## src/rtl/core/cssd_pkg.sv

```systemverilog
package cssd_pkg;

  localparam int unsigned BYTE_W     = 8;
  localparam int unsigned HDR_W      = 64;
  localparam int unsigned RANK_W     = 10;
  localparam int unsigned CFG_DATA_W = 32;
  localparam int unsigned CFG_ADDR_W = 3;

  // Value of paddr[2] that selects the own-rank register; paddr[2] selects the register slot.
  localparam logic REG_OWN_RANK = 1'b0;

  // Queue between the byte assembler and the record decoder.
  localparam int unsigned Q_DEPTH = 2;
  localparam int unsigned Q_PTR_W = 1;
  localparam int unsigned Q_CNT_W = 2;

  typedef enum logic [2:0] {
    PH_HEADER,
    PH_CHANNEL,
    PH_SKIP,
    PH_SOURCE,
    PH_DEST
  } phase_t;

  typedef enum logic [2:0] {
    RK_RESOURCE = 3'd0,
    RK_CHANNEL  = 3'd1,
    RK_TRANSFER = 3'd2,
    RK_SOURCE   = 3'd3,
    RK_DEST     = 3'd4
  } rec_kind_t;

  typedef enum logic [4:0] {
    OP_RESOURCE = 5'd0,
    OP_SYNC_A   = 5'd1,
    OP_SYNC_B   = 5'd2
  } opcode_t;

  // A completed word as classified by the front end.
  typedef struct packed {
    rec_kind_t          kind;
    logic [HDR_W-1:0]   word;
  } q_entry_t;

  typedef struct packed {
    logic [2:0]        record_kind;
    logic [4:0]        opcode;
    logic [4:0]        thread_value;
    logic [4:0]        notify_main;
    logic [4:0]        notify_per_thread;
    logic [4:0]        layer;
    logic [RANK_W-1:0] peer_rank;
    logic [2:0]        link_protocol;
    logic [9:0]        slice_value;
    logic [1:0]        two_bit_code;
    logic [3:0]        input_type;
    logic [3:0]        output_type;
  } result_t;

endpackage

```

## src/rtl/core/cssd_in_if.sv

```systemverilog
interface cssd_in_if;
  import cssd_pkg::*;

  logic              valid;
  logic              ready;
  logic [BYTE_W-1:0] file_byte;
  logic              end_of_file;

  modport source (output valid, output file_byte, output end_of_file, input ready);
  modport sink   (input valid, input file_byte, input end_of_file, output ready);

endinterface

```

## src/rtl/core/cssd_out_if.sv

```systemverilog
interface cssd_out_if;
  import cssd_pkg::*;

  logic              valid;
  logic              ready;
  logic [2:0]        record_kind;
  logic [4:0]        opcode;
  logic [4:0]        thread_value;
  logic [4:0]        notify_main;
  logic [4:0]        notify_per_thread;
  logic [4:0]        layer;
  logic [RANK_W-1:0] peer_rank;
  logic [2:0]        link_protocol;
  logic [9:0]        slice_value;
  logic [1:0]        two_bit_code;
  logic [3:0]        input_type;
  logic [3:0]        output_type;

  modport source (
    output valid, output record_kind, output opcode, output thread_value,
    output notify_main, output notify_per_thread, output layer, output peer_rank,
    output link_protocol, output slice_value, output two_bit_code,
    output input_type, output output_type, input ready
  );
  modport sink (
    input valid, input record_kind, input opcode, input thread_value,
    input notify_main, input notify_per_thread, input layer, input peer_rank,
    input link_protocol, input slice_value, input two_bit_code,
    input input_type, input output_type, output ready
  );

endinterface

```

## src/rtl/core/cssd_queue.sv

```systemverilog
module cssd_queue (
  input  logic               clk,
  input  logic               rst_n,
  input  logic               push,
  input  cssd_pkg::q_entry_t push_data,
  output logic               full,
  input  logic               pop,
  output logic               not_empty,
  output cssd_pkg::q_entry_t head
);
  import cssd_pkg::*;

  q_entry_t             entry_r [Q_DEPTH];
  logic [Q_PTR_W-1:0]   wr_ptr_r, wr_ptr_nxt;
  logic [Q_PTR_W-1:0]   rd_ptr_r, rd_ptr_nxt;
  logic [Q_CNT_W-1:0]   count_r, count_nxt;

  assign full      = (count_r == Q_CNT_W'(Q_DEPTH));
  assign not_empty = (count_r != '0);
  assign head      = entry_r[rd_ptr_r];

  always_comb begin
    wr_ptr_nxt = push ? wr_ptr_r + 1'b1 : wr_ptr_r;
    rd_ptr_nxt = pop  ? rd_ptr_r + 1'b1 : rd_ptr_r;
    count_nxt  = count_r;
    if (push && !pop) begin
      count_nxt = count_r + 1'b1;
    end else if (pop && !push) begin
      count_nxt = count_r - 1'b1;
    end
  end

  always_ff @(posedge clk) begin
    if (!rst_n) begin
      wr_ptr_r <= '0;
      rd_ptr_r <= '0;
      count_r  <= '0;
    end else begin
      wr_ptr_r <= wr_ptr_nxt;
      rd_ptr_r <= rd_ptr_nxt;
      count_r  <= count_nxt;
    end
  end

  always_ff @(posedge clk) begin
    if (push) begin
      entry_r[wr_ptr_r] <= push_data;
    end
  end

  a_no_overflow: assert property (@(posedge clk) disable iff (!rst_n)
    push |-> (!full || pop))
    else $error("queue written while full");

  a_no_underflow: assert property (@(posedge clk) disable iff (!rst_n)
    pop |-> not_empty)
    else $error("queue read while empty");

endmodule

```

## src/rtl/core/cssd_front.sv

```systemverilog
module cssd_front (
  input  logic               clk,
  input  logic               rst_n,
  cssd_in_if.sink            in_ch,
  input  logic               q_full,
  output logic               q_push,
  output cssd_pkg::q_entry_t q_data
);
  import cssd_pkg::*;

  phase_t             phase_r, phase_nxt;
  logic [HDR_W-1:0]   word_r, word_nxt;
  logic [2:0]         pos_r, pos_nxt;
  logic [7:0]         remain_r, remain_nxt;
  logic [3:0]         pend_r, pend_nxt;

  logic               accept;
  logic [HDR_W-1:0]   word_full;
  logic [2:0]         last_pos;
  logic               word_done;
  logic [7:0]         remain_dec;
  logic [4:0]         op;

  assign in_ch.ready = !q_full;
  assign accept      = in_ch.valid && in_ch.ready;

  always_comb begin
    // The buffer is zero above the current byte, so writing the lane is the same as OR-ing it in.
    word_full = word_r;
    word_full[{pos_r, 3'b000} +: BYTE_W] = in_ch.file_byte;
    last_pos   = (phase_r == PH_HEADER) ? 3'd7 : 3'd3;
    word_done  = (pos_r == last_pos);
    remain_dec = remain_r - 8'd1;
    op         = word_full[4:0];
  end

  always_comb begin
    phase_nxt   = phase_r;
    word_nxt    = word_r;
    pos_nxt     = pos_r;
    remain_nxt  = remain_r;
    pend_nxt    = pend_r;
    q_push      = 1'b0;
    q_data.word = word_full;
    q_data.kind = RK_CHANNEL;

    if (accept) begin
      if (phase_r == PH_SKIP) begin
        remain_nxt = remain_dec;
        if (remain_dec == '0) begin
          phase_nxt = PH_HEADER;
          pend_nxt  = '0;
        end
      end else if (!word_done) begin
        word_nxt = word_full;
        pos_nxt  = pos_r + 3'd1;
      end else begin
        word_nxt = '0;
        pos_nxt  = '0;
        unique case (phase_r)
          PH_HEADER: begin
            if (op == OP_RESOURCE) begin
              q_push      = 1'b1;
              q_data.kind = RK_RESOURCE;
              remain_nxt  = word_full[29:22];
              phase_nxt   = (word_full[29:22] != '0) ? PH_CHANNEL : PH_HEADER;
            end else if (op == OP_SYNC_A || op == OP_SYNC_B) begin
              remain_nxt = {3'b000, word_full[14:10]};
              phase_nxt  = (word_full[14:10] != '0) ? PH_SKIP : PH_HEADER;
            end else begin
              q_push      = 1'b1;
              q_data.kind = RK_TRANSFER;
              if (word_full[23:20] != '0) begin
                phase_nxt  = PH_SOURCE;
                remain_nxt = {4'b0000, word_full[23:20]};
                pend_nxt   = word_full[27:24];
              end else if (word_full[27:24] != '0) begin
                phase_nxt  = PH_DEST;
                remain_nxt = {4'b0000, word_full[27:24]};
                pend_nxt   = '0;
              end else begin
                phase_nxt  = PH_HEADER;
                remain_nxt = '0;
                pend_nxt   = '0;
              end
            end
          end
          PH_CHANNEL: begin
            q_push      = 1'b1;
            q_data.kind = RK_CHANNEL;
            remain_nxt  = remain_dec;
            if (remain_dec == '0) begin
              phase_nxt = PH_HEADER;
              pend_nxt  = '0;
            end
          end
          PH_SOURCE: begin
            q_push      = 1'b1;
            q_data.kind = RK_SOURCE;
            remain_nxt  = remain_dec;
            if (remain_dec == '0) begin
              if (pend_r != '0) begin
                phase_nxt  = PH_DEST;
                remain_nxt = {4'b0000, pend_r};
                pend_nxt   = '0;
              end else begin
                phase_nxt = PH_HEADER;
              end
            end
          end
          PH_DEST: begin
            q_push      = 1'b1;
            q_data.kind = RK_DEST;
            remain_nxt  = remain_dec;
            if (remain_dec == '0) begin
              phase_nxt = PH_HEADER;
              pend_nxt  = '0;
            end
          end
          default: begin
            phase_nxt  = PH_HEADER;
            remain_nxt = '0;
            pend_nxt   = '0;
          end
        endcase
      end

      // The last byte of a file drops any partial word and restarts the parser.
      if (in_ch.end_of_file) begin
        word_nxt   = '0;
        pos_nxt    = '0;
        phase_nxt  = PH_HEADER;
        remain_nxt = '0;
        pend_nxt   = '0;
      end
    end
  end

  always_ff @(posedge clk) begin
    if (!rst_n) begin
      phase_r  <= PH_HEADER;
      word_r   <= '0;
      pos_r    <= '0;
      remain_r <= '0;
      pend_r   <= '0;
    end else begin
      phase_r  <= phase_nxt;
      word_r   <= word_nxt;
      pos_r    <= pos_nxt;
      remain_r <= remain_nxt;
      pend_r   <= pend_nxt;
    end
  end

  a_eof_restart: assert property (@(posedge clk) disable iff (!rst_n)
    (accept && in_ch.end_of_file) |=> (phase_r == PH_HEADER && pos_r == '0))
    else $error("parser did not restart after end of file");

  a_word_pos: assert property (@(posedge clk) disable iff (!rst_n)
    (phase_r != PH_HEADER) |-> (pos_r[2] == 1'b0 && (phase_r != PH_SKIP || pos_r == '0)))
    else $error("byte position out of range for phase");

endmodule

```

## src/rtl/core/cssd_back.sv

```systemverilog
module cssd_back (
  input  logic                      clk,
  input  logic                      rst_n,
  input  logic [cssd_pkg::RANK_W-1:0] own_rank,
  input  logic                      q_valid,
  input  cssd_pkg::q_entry_t        q_head,
  output logic                      q_pop,
  cssd_out_if.source                out_ch
);
  import cssd_pkg::*;

  result_t          res_r, res_nxt;
  logic             valid_r, valid_nxt;
  logic             keep;
  logic [HDR_W-1:0] w;

  assign w = q_head.word;

  always_comb begin
    res_nxt = '0;
    keep    = 1'b1;
    res_nxt.record_kind = q_head.kind;
    unique case (q_head.kind)
      RK_RESOURCE: begin
        res_nxt.thread_value      = w[9:5];
        res_nxt.notify_main       = w[14:10];
        res_nxt.notify_per_thread = w[19:15];
        res_nxt.layer             = {3'b000, w[21:20]};
      end
      RK_CHANNEL: begin
        // Channels of other ranks are consumed without a result.
        keep                  = (w[14:5] == own_rank);
        res_nxt.layer         = w[4:0];
        res_nxt.peer_rank     = w[24:15];
        res_nxt.link_protocol = w[27:25];
      end
      RK_TRANSFER: begin
        res_nxt.opcode       = w[4:0];
        res_nxt.layer        = {3'b000, w[6:5]};
        res_nxt.slice_value  = w[19:10];
        res_nxt.thread_value = w[42:38];
        res_nxt.two_bit_code = w[44:43];
        res_nxt.input_type   = w[48:45];
        res_nxt.output_type  = w[52:49];
      end
      RK_SOURCE, RK_DEST: begin
        res_nxt.two_bit_code = w[1:0];
        res_nxt.slice_value  = w[11:2];
        res_nxt.peer_rank    = w[21:12];
      end
      default: begin
        keep = 1'b0;
      end
    endcase
  end

  always_comb begin
    q_pop     = q_valid && (!valid_r || out_ch.ready);
    valid_nxt = valid_r && !out_ch.ready;
    if (q_pop && keep) begin
      valid_nxt = 1'b1;
    end
  end

  always_ff @(posedge clk) begin
    if (!rst_n) begin
      valid_r <= 1'b0;
    end else begin
      valid_r <= valid_nxt;
    end
  end

  always_ff @(posedge clk) begin
    if (q_pop && keep) begin
      res_r <= res_nxt;
    end
  end

  assign out_ch.valid             = valid_r;
  assign out_ch.record_kind       = res_r.record_kind;
  assign out_ch.opcode            = res_r.opcode;
  assign out_ch.thread_value      = res_r.thread_value;
  assign out_ch.notify_main       = res_r.notify_main;
  assign out_ch.notify_per_thread = res_r.notify_per_thread;
  assign out_ch.layer             = res_r.layer;
  assign out_ch.peer_rank         = res_r.peer_rank;
  assign out_ch.link_protocol     = res_r.link_protocol;
  assign out_ch.slice_value       = res_r.slice_value;
  assign out_ch.two_bit_code      = res_r.two_bit_code;
  assign out_ch.input_type        = res_r.input_type;
  assign out_ch.output_type       = res_r.output_type;

  a_no_overwrite: assert property (@(posedge clk) disable iff (!rst_n)
    (valid_r && !out_ch.ready) |-> !q_pop)
    else $error("pending result overwritten");

endmodule

```

## src/rtl/core/collective_schedule_stream_decoder.sv

```systemverilog
// Channel    | Direction | Handshake           | Payload
// in_ch      | in        | valid/ready         | file_byte, end_of_file
// out_ch     | out       | valid/ready         | record_kind ... output_type
// APB config | in        | psel/penable, pready| own_rank at address 0
//
// One byte is accepted per cycle while the queue is not full. A completed word enters the
// two-entry queue at the edge that accepts its last byte, then moves into the output register
// once that register is empty or out_ch is ready, and from there it shows on out_ch.
// Sustained rate is one byte per cycle while the queue has room, set by the byte-wide in_ch port.
// Reset (synchronous, rst_n low) returns the parser to header phase and empties the queue.
// in_ch stalls only when the queue is full; out_ch stalls back-pressure the queue alone.
module collective_schedule_stream_decoder (
  input  logic                              clk,
  input  logic                              rst_n,
  cssd_in_if.sink                           in_ch,
  cssd_out_if.source                        out_ch,
  input  logic                              psel,
  input  logic                              penable,
  input  logic                              pwrite,
  input  logic [cssd_pkg::CFG_ADDR_W-1:0]   paddr,
  input  logic [cssd_pkg::CFG_DATA_W-1:0]   pwdata,
  output logic [cssd_pkg::CFG_DATA_W-1:0]   prdata,
  output logic                              pready
);
  import cssd_pkg::*;

  logic [RANK_W-1:0] own_rank_r, own_rank_nxt;
  logic              q_push, q_full, q_pop, q_valid;
  q_entry_t          q_in, q_head;

  assign pready = 1'b1;

  always_comb begin
    own_rank_nxt = own_rank_r;
    if (psel && penable && pwrite && pready && paddr[2] == REG_OWN_RANK) begin
      own_rank_nxt = pwdata[RANK_W-1:0];
    end
    prdata = '0;
    if (paddr[2] == REG_OWN_RANK) begin
      prdata = {{(CFG_DATA_W-RANK_W){1'b0}}, own_rank_r};
    end
  end

  always_ff @(posedge clk) begin
    if (!rst_n) begin
      own_rank_r <= '0;
    end else begin
      own_rank_r <= own_rank_nxt;
    end
  end

  cssd_front u_front (
    .clk    (clk),
    .rst_n  (rst_n),
    .in_ch  (in_ch),
    .q_full (q_full),
    .q_push (q_push),
    .q_data (q_in)
  );

  cssd_queue u_queue (
    .clk       (clk),
    .rst_n     (rst_n),
    .push      (q_push),
    .push_data (q_in),
    .full      (q_full),
    .pop       (q_pop),
    .not_empty (q_valid),
    .head      (q_head)
  );

  cssd_back u_back (
    .clk      (clk),
    .rst_n    (rst_n),
    .own_rank (own_rank_r),
    .q_valid  (q_valid),
    .q_head   (q_head),
    .q_pop    (q_pop),
    .out_ch   (out_ch)
  );

endmodule
```

## src/flat_wrapper.sv

```systemverilog
// flat-port wrapper written by rule: the top's interface ports become plain ports
module collective_schedule_stream_decoder_flat import cssd_pkg::*;
  (clk, rst_n, psel, penable, pwrite, paddr, pwdata, prdata, pready, in_ch_valid, in_ch_file_byte, in_ch_end_of_file, in_ch_ready, out_ch_valid, out_ch_record_kind, out_ch_opcode, out_ch_thread_value, out_ch_notify_main, out_ch_notify_per_thread, out_ch_layer, out_ch_peer_rank, out_ch_link_protocol, out_ch_slice_value, out_ch_two_bit_code, out_ch_input_type, out_ch_output_type, out_ch_ready);
  cssd_in_if in_ch_i ();
  cssd_out_if out_ch_i ();
  input  logic clk;
  input  logic rst_n;
  input  logic psel;
  input  logic penable;
  input  logic pwrite;
  input  logic [cssd_pkg::CFG_ADDR_W-1:0] paddr;
  input  logic [cssd_pkg::CFG_DATA_W-1:0] pwdata;
  output logic [cssd_pkg::CFG_DATA_W-1:0] prdata;
  output logic pready;
  input wire logic [$bits(in_ch_i.valid)-1:0] in_ch_valid;
  input wire logic [$bits(in_ch_i.file_byte)-1:0] in_ch_file_byte;
  input wire logic [$bits(in_ch_i.end_of_file)-1:0] in_ch_end_of_file;
  output wire logic [$bits(in_ch_i.ready)-1:0] in_ch_ready;
  output wire logic [$bits(out_ch_i.valid)-1:0] out_ch_valid;
  output wire logic [$bits(out_ch_i.record_kind)-1:0] out_ch_record_kind;
  output wire logic [$bits(out_ch_i.opcode)-1:0] out_ch_opcode;
  output wire logic [$bits(out_ch_i.thread_value)-1:0] out_ch_thread_value;
  output wire logic [$bits(out_ch_i.notify_main)-1:0] out_ch_notify_main;
  output wire logic [$bits(out_ch_i.notify_per_thread)-1:0] out_ch_notify_per_thread;
  output wire logic [$bits(out_ch_i.layer)-1:0] out_ch_layer;
  output wire logic [$bits(out_ch_i.peer_rank)-1:0] out_ch_peer_rank;
  output wire logic [$bits(out_ch_i.link_protocol)-1:0] out_ch_link_protocol;
  output wire logic [$bits(out_ch_i.slice_value)-1:0] out_ch_slice_value;
  output wire logic [$bits(out_ch_i.two_bit_code)-1:0] out_ch_two_bit_code;
  output wire logic [$bits(out_ch_i.input_type)-1:0] out_ch_input_type;
  output wire logic [$bits(out_ch_i.output_type)-1:0] out_ch_output_type;
  input wire logic [$bits(out_ch_i.ready)-1:0] out_ch_ready;
  assign in_ch_i.valid = in_ch_valid;
  assign in_ch_i.file_byte = in_ch_file_byte;
  assign in_ch_i.end_of_file = in_ch_end_of_file;
  assign in_ch_ready = in_ch_i.ready;
  assign out_ch_valid = out_ch_i.valid;
  assign out_ch_record_kind = out_ch_i.record_kind;
  assign out_ch_opcode = out_ch_i.opcode;
  assign out_ch_thread_value = out_ch_i.thread_value;
  assign out_ch_notify_main = out_ch_i.notify_main;
  assign out_ch_notify_per_thread = out_ch_i.notify_per_thread;
  assign out_ch_layer = out_ch_i.layer;
  assign out_ch_peer_rank = out_ch_i.peer_rank;
  assign out_ch_link_protocol = out_ch_i.link_protocol;
  assign out_ch_slice_value = out_ch_i.slice_value;
  assign out_ch_two_bit_code = out_ch_i.two_bit_code;
  assign out_ch_input_type = out_ch_i.input_type;
  assign out_ch_output_type = out_ch_i.output_type;
  assign out_ch_i.ready = out_ch_ready;
  collective_schedule_stream_decoder u_core (.clk(clk), .rst_n(rst_n), .in_ch(in_ch_i), .out_ch(out_ch_i), .psel(psel), .penable(penable), .pwrite(pwrite), .paddr(paddr), .pwdata(pwdata), .prdata(prdata), .pready(pready));
endmodule
```

## config.mk

```make
export PLATFORM = sky130hd
export DESIGN_NAME = collective_schedule_stream_decoder_flat
export DESIGN_NICKNAME = d
export VERILOG_FILES = /design/src/rtl/core/cssd_pkg.sv /design/src/rtl/core/cssd_in_if.sv /design/src/rtl/core/cssd_out_if.sv /design/src/rtl/core/cssd_queue.sv /design/src/rtl/core/cssd_front.sv /design/src/rtl/core/cssd_back.sv /design/src/rtl/core/collective_schedule_stream_decoder.sv /design/src/flat_wrapper.sv
export SDC_FILE = /design/constraint.sdc
export NUM_CORES = 1
export LEC_CHECK = 0
export BUFFER_PORTS_ARGS = -buffer_cell sky130_fd_sc_hd__buf_2
export CAP_MARGIN = 15
export CORE_MARGIN = 1
export CORE_UTILIZATION = 30
export CTS_CLUSTER_SIZE = 25
export DETAILED_ROUTE_END_ITERATION = 8
export PLACE_DENSITY = 0.52
export REMOVE_ABC_BUFFERS = 1
export SYNTH_ARGS = -nofsm -noshare
export SYNTH_HDL_FRONTEND = slang
export SYNTH_SLANG_ARGS = --single-unit
```

## constraint.sdc

```tcl
create_clock -name clk -period 4.6 [get_ports clk]
set_input_delay 0.23 -clock clk [delete_from_list [all_inputs] [get_ports clk]]
set_output_delay 0.23 -clock clk [all_outputs]
set_load 0.005 [all_outputs]
```

Word level (Yosys, flattened, before mapping)
Memory sizes are Yosys's and may differ from the RTL's. A register that Yosys moved wholly into a read port is not among the register bits.
Index checks and enable logic that the tools add are counted.

operators by class
  $add $sub $neg = 7
  equal/unequal tests = 18
  shifts and indexed selects = 2
  mux-type cells = 66
  bitwise operators = 1
  reduce and logical (&&, ||, !) cells = 36

operators with widths
  kind                                                  number
  two-way mux 64 bit                                    3
  bitwise mux 64 bit                                    1
  variable shift 8 x 8 -> 64 bit, first input constant  1
  variable part select 8 x 8 -> 64 bit                  1
  two-way mux 3 bit                                     17
  two-way mux 8 bit                                     6
  two-way mux 4 bit                                     11
  case mux 12 bit (2 select lines)                      1
  case mux 8 bit (3 select lines)                       1
  case mux 10 bit (2 select lines)                      1
  case mux 3 bit (3 select lines)                       2
  inequality test 4 bit, second input constant          4
  case mux 5 bit (3 select lines)                       1
  == test 3 x 2 -> 1 bit, second input constant         4
  case mux 4 bit (3 select lines)                       1
  nonzero test 4 bit                                    3
  two-way mux 1 bit                                     11
  == test 10 bit                                        1
  two-way mux 10 bit                                    1
  two-way mux 2 bit                                     5
  case mux 5 bit (2 select lines)                       1
  logical AND 1 bit                                     9
  zero test 8 bit                                       1
  negation 6 -> 8 bit                                   1
  other kinds (29)                                      42

storage, ports and cells
  register bits after elaboration = 158
  bits in writable memories = 134
  bits of input ports = 51
  output and inout port bits = 96
  logic and storage cells = 153
  memories kept = 1

memory list
  memory                  words  width  read ports  clocked after memory_dff  write ports  RTL line          text
  u_core.u_queue.entry_r  2      67     1           1                         1            cssd_queue.sv:13  q_entry_t entry_r [Q_DEPTH];

Logic depth before layout (Yosys ltp)
  depth in word-level cells = 15
  gate-level depth with buffers = 16
  gate-level depth less buffers = 13

Hierarchy
From an unflattened synthesis, not the netlist that was laid out.

unflattened totals
  cells, all modules = 1047
  area, all modules = 13148.9 um^2

modules (own cells, without submodules)
  module                              instances  cells each  area each (um^2)  sequential area each (um^2)
  cssd_queue                          1          230         5168.7            4124.0
  cssd_front                          1          572         4738.3            1641.6
  cssd_back                           1          165         2591.2            1851.8
  collective_schedule_stream_decoder  1          80          650.6             200.2

Least setup slack after synthesis
No wires, ideal clock.

  path kind = reg-to-reg
  from = register with a tool-made name
  to = register u_core.u_back.res_r, in the netlist u_core.u_back.out_ch.input_type[0], enable pin
  setup time = 0.503 ns
  arrival = 4.435 ns
  required time = 4.097 ns
  slack = -0.338 ns
  stages on the path, launching flop included = 7
  buffers on the path = 2
  clock period less this slack = 4.938 ns
  cell sequence = dfxtp_1 buf_2 buf_2 mux2i_1 xor2_1 nand3_1 o22ai_1

RTL lines
  element                 RTL line         text
  end signal: assignment  cssd_back.sv:75  res_r <= res_nxt;
  end: declaration        cssd_back.sv:12  result_t res_r, res_nxt;

Worst setup path after layout
  from = register u_core.u_front.pos_r[0]
  to = register u_core.u_queue.count_r[1]

between the ends
  word-level cells in the longest chain between the ends = 14
  elaborated cells on any way between the ends = 20
  those cells by class = add/sub: 1; eq/ne: 3; shift: 2; mux: 8; reduce/logical: 6

RTL lines
  element                                                                                        RTL line                                  text
  start: declaration                                                                             cssd_front.sv:13                          logic [2:0] pos_r, pos_nxt;
  start signal: assignment                                                                       cssd_front.sv:149                         pos_r <= pos_nxt;
  negation 6 -> 8 bit                                                                            cssd_front.sv:30                          word_full[{pos_r, 3'b000} +: BYTE_W] = in_ch.file_byte;
  variable part select 8 x 8 -> 64 bit / variable shift 8 x 8 -> 64 bit (equally long branches)  cssd_front.sv:30
  bitwise mux 64 bit                                                                             cssd_front.sv:30
  == test 5 x 1 -> 1 bit / == test 5 x 2 -> 1 bit (equally long branches)                        cssd_front.sv:67                          end else if (op == OP_SYNC_A || op == OP_SYNC_B) begin
  logical OR 1 bit                                                                               cssd_front.sv:67
  two-way mux 1 bit                                                                              cssd_front.sv:67
  two-way mux 1 bit                                                                              cssd_front.sv:62                          if (op == OP_RESOURCE) begin
  case mux 1 bit (2 select lines)                                                                cssd_front.sv:60                          unique case (phase_r)
  two-way mux 1 bit *                                                                            cssd_front.sv:54                          end else if (!word_done) begin
  two-way mux 1 bit *                                                                            cssd_front.sv:48                          if (phase_r == PH_SKIP) begin
  two-way mux 1 bit *                                                                            cssd_front.sv:47                          if (accept) begin
  via u_core.q_push                                                                              collective_schedule_stream_decoder.sv:28  logic q_push, q_full, q_pop, q_valid;
  zero test 1 bit                                                                                cssd_queue.sv:28                          end else if (pop && !push) begin
  logical AND 1 bit                                                                              cssd_queue.sv:28
  nonzero test 2 bit (no line)                                                                   n/a
  end signal: assignment                                                                         cssd_queue.sv:41                          count_r <= count_nxt;
  end: declaration                                                                               cssd_queue.sv:16                          logic [Q_CNT_W-1:0] count_r, count_nxt;

The timed path passes the listed nets; every way through them passes the cells marked *.
A chain may end at the register's enable or synchronous reset.

==> results.yml <==
detailed_routing:
  vias: 7469
  wl_per_cell_um: 17.80
  drt-total-wl_mm: 26.65
  routed_via_density: 4.989
  drc: 0
  drtIter0Drc: 517
  drt_first_pass_iters: 7
  ant_nets: 0
hold_path:
  holdPathStages: 3
  hp-class: "in -> reg"
  hold_start: "out_ch_ready"
  whs_endpoint: "u_core.u_back.out_ch.valid"
critical_path:
  reg2reg_from: "u_core.u_front.pos_r[0]"
  rrSetupSlack_ns: 0.70
  critical_path.most_common_cell: "ha_1"
  path_buf_inv: 2
  rr_worst_depth: 12
  cp_data_required_time_ns: 5.04
  end_kind: "flip-flop"
  path_cells: "inv_1, ha_1, ha_1, nor3b_1, nor4b_1, or2_1, a21oi_1, o211ai_1, inv_1, ha_1, or3_1, a21oi_1"
  reg2reg_to: "u_core.u_queue.count_r[1]"
  crit_arrival_ns: 4.33
  path_class: "reg -> reg"
  max_stage_delay_ns: 0.58
  path_max_fanout: 13
  start_kind: "flip-flop"
  cpMaxStageDelayCell: "dfxtp_1"
  crit_family: "simple AND/OR/NAND/NOR gates"
status:
  outcome: "completed"
logic_synthesis:
  synthAdderAreaFrac: 0.009600
  syn_area_um2: 10430
  yosys_register_bits: 232
  synth_edf_count: 153
  synth-compound-area-share: 0.1415
  synth-simple-area-share: 0.1244
  synthMuxAreaShare: 0.06804
  synthCells: 936
  synth-main-ff-cell: "edfxtp_1"
  synth_top_family_by_area: "compound AO/OA/AOI/OAI gates"
  ys_types: 67
  ys_warn_count: 0
  async_flop_share: 0
  ys_seq_area_frac: 0.5923
  avgSynthCellArea_um2: 11.14
  synth_xor_area_frac: 0.01512
placement:
  place_area_um2: 11360
  place_ws_ns: 0.7050
  routabilityCongestion: 0.8564
  hpwl_mm: 17.96
  io_buffer_count: 99
floorplanning:
  die_h_um: 188.4
  rows: 67
  fp.coreArea_um2: 33870
  initial_utilization: 0.3079
  dieArea_um2: 35500
  dieWidth_um: 188.4
  io_pins: 147
run:
  drv_cap: 0
grt:
  grt_pass1_wl_mm: 41.64
  grt_util_all_layers: 0.1491
  grt_pass1_vias: 7156
  grt_max_degree: 49
  antenna_found_initial: 0
  grt-ovfl-total: 0
clock_tree:
  clk_latency_ns: 0.52
  htreeDepth: 1
  cts_setup_buffers: 0
  cts_root_buf: "clkbuf_16"
  cts_tree: "yes"
  cts_resized: 0
  cts_made_buffers: 27
  cts.clk_slew.worst_paths_ns: 0.06
  cts_sinks: 232
  clock_path_buffers: 3
  postCtsHoldBufs: 10
finish:
  multi_input_area_um2: 3867
  drive_gt1_frac: 0.1783
  post-route-cell-area_um2: 12390
  insertedDiodeCount: 0
  nFillCells: 3393
  nets: 1088
  syn_to_final_growth_pct: 18.80
  final-seq-area_um2: 6177
timing:
  hold_viol: 0
  clock_skew_ns: 0.009975
  rsz0062_at_grt: "no"
  fmax_mhz: 256.6
  worst_pin_slew_ns: 1.148
  layout_setup_ws_ns: 0.7033
  slew_viol_final: 0
  relSlewSlack: 0.2225
  period_minus_slack_ns: 3.897
  setup_viol: 0
  fin_crit_sh: 0.8471
pwr:
  p_clk_frac: 0.376
  power.density_nw_per_um2: 469.2
  seqPwrFrac: 0.430
  p_total_uw: 5811
  swShare: 0.2786
  combPwrFrac: 0.193
  p_int_uw: 4193
  irDropWorstVdd_uv: 255.9
  p_sw_uw: 1619
  p_leak_uw: 0.004415
worst max path at each step:
stage / start / end / cells after the start
final: u_core.u_front.pos_r[0] / u_core.u_queue.count_r[1] / 12
after global routing: u_core.u_front.pos_r[0] / u_core.u_queue.count_r[1] / 12
after CTS: u_core.u_front.pos_r[0] / u_core.u_queue.count_r[1] / 12
after detailed placement: u_core.u_front.pos_r[0] / u_core.u_queue.count_r[1] / 12
after global placement: u_core.u_front.pos_r[0] / u_core.u_queue.count_r[1] / 12
after floorplan: flip-flop / u_core.u_back.out_ch.input_type[0] / 5
stage by stage:
step	utilization	cells	hold slack, ns	setup TNS (ns)
CTS	0.3655	1496	0.04233	0
global placement	0.3354	1437	0.4657	0
global route	0.3657	1497	0.05425	0
floorplan	-	872	0.3478	-101.20
detailed placement	0.3354	1437	0.4717	0
finish	0.3657	1497	0.05271	0
registers in the layout (all words and copies together) (netlist names), 8 cells and up, named ones only:
signal,flops
u_core.own_rank_r,10
u_core.u_back.out_ch.peer_rank,10
u_core.u_back.out_ch.slice_value,10
u_core.u_front.remain_r,8
u_core.u_front.word_r,45
u_core.u_queue.entry_r,92
cell usage after synthesis, drive strengths merged, types with 4 or more instances:
cell	number	area, um^2
and2	4	25.02
a21oi	27	135.1
xnor2	9	78.83
nand3	17	85.08
nor2b	13	81.33
nor4	6	37.54
ha	8	100.1
nand2	87	326.6
o21ai	42	210.2
mux2	15	168.9
nor2	107	401.6
o21a	4	30.03
o2bb2ai	5	43.79
edfxtp	153	4594
o211ai	11	82.58
mux2i	54	540.5
inv	23	86.33
clkbuf	51	191.4
xor2	9	78.83
o311ai	4	42.55
nand2b	5	31.28
nor3	13	65.06
o22ai	30	187.7
dfxtp	79	1582
a31oi	5	31.28
buf	34	225.2
a22oi	51	382.9
or3	10	62.56
area by class of cell:
cell class | count | share of cell area
sequential | 232 | 0.4987
multi-input combinational | 617 | 0.3122
timing repair buffer | 128 | 0.06263
clock buffer | 37 | 0.06000
tap | 448 | 0.04525
clock inverter | 12 | 0.01424
inverter | 23 | 0.006970
metal layers:
layer  vias up  part of all wire  GRT usage
met1      3623              0.46     0.2047
met3        25             0.049    0.02067
met2       218              0.47     0.2501
met5         -                 0          0
li1       3603                 -          -
met4         0             0.012    0.03040
power groups by stage:
stage	combinational [uW]	clock (uW)	sequential [uW]
after CTS	1140	2240	2500
after global placement	1120	0	2550
after floorplan	649	0	2600
after detailed placement	1130	0	2550
after global routing	1240	2330	2510
final	1120	2190	2500
placed cells by master, fill, tap and decap left out, drive strengths merged, types with 4 or more instances in the layout:
master,instances
a21oi,27
a31oi,5
nand3,17
o21ai,42
nand2b,5
nor4,6
ha,8
o22ai,30
o211ai,11
mux2i,54
or3,10
nor2b,13
mux2,15
clkbuf,37
and2,4
buf,118
inv,25
o2bb2ai,5
o311ai,4
conb,23
bufinv,4
a22oi,51
o21a,4
xor2,9
nor3,13
nand2,87
dfxtp,79
nor2,107
xnor2,9
dlygate4sd3,10
clkinv,4
edfxtp,153
cells by family (layout without fill, tap and decap cells):
logic type | after synthesis | after routing
adders and majority gates | 8 | 8
and+or+nand+nor | 284 | 284
other | 2 | 23
DFF | 232 | 232
AOI/OAI and AO/OA | 215 | 215
muxes | 69 | 69
xor gates and xnor gates | 18 | 18
buffers and inverters | 108 | 200
worst reg2reg max path: stages (launching register included):
cell      delay (ns)
dfxtp_1         0.58
inv_1           0.15
ha_1            0.23
ha_1            0.39
nor3b_1         0.35
nor4b_1         0.34
or2_1           0.22
a21oi_1         0.09
o211ai_1        0.55
inv_1           0.10
ha_1            0.33
or3_1           0.37
a21oi_1         0.13
(Power assumes the default switching activity.)
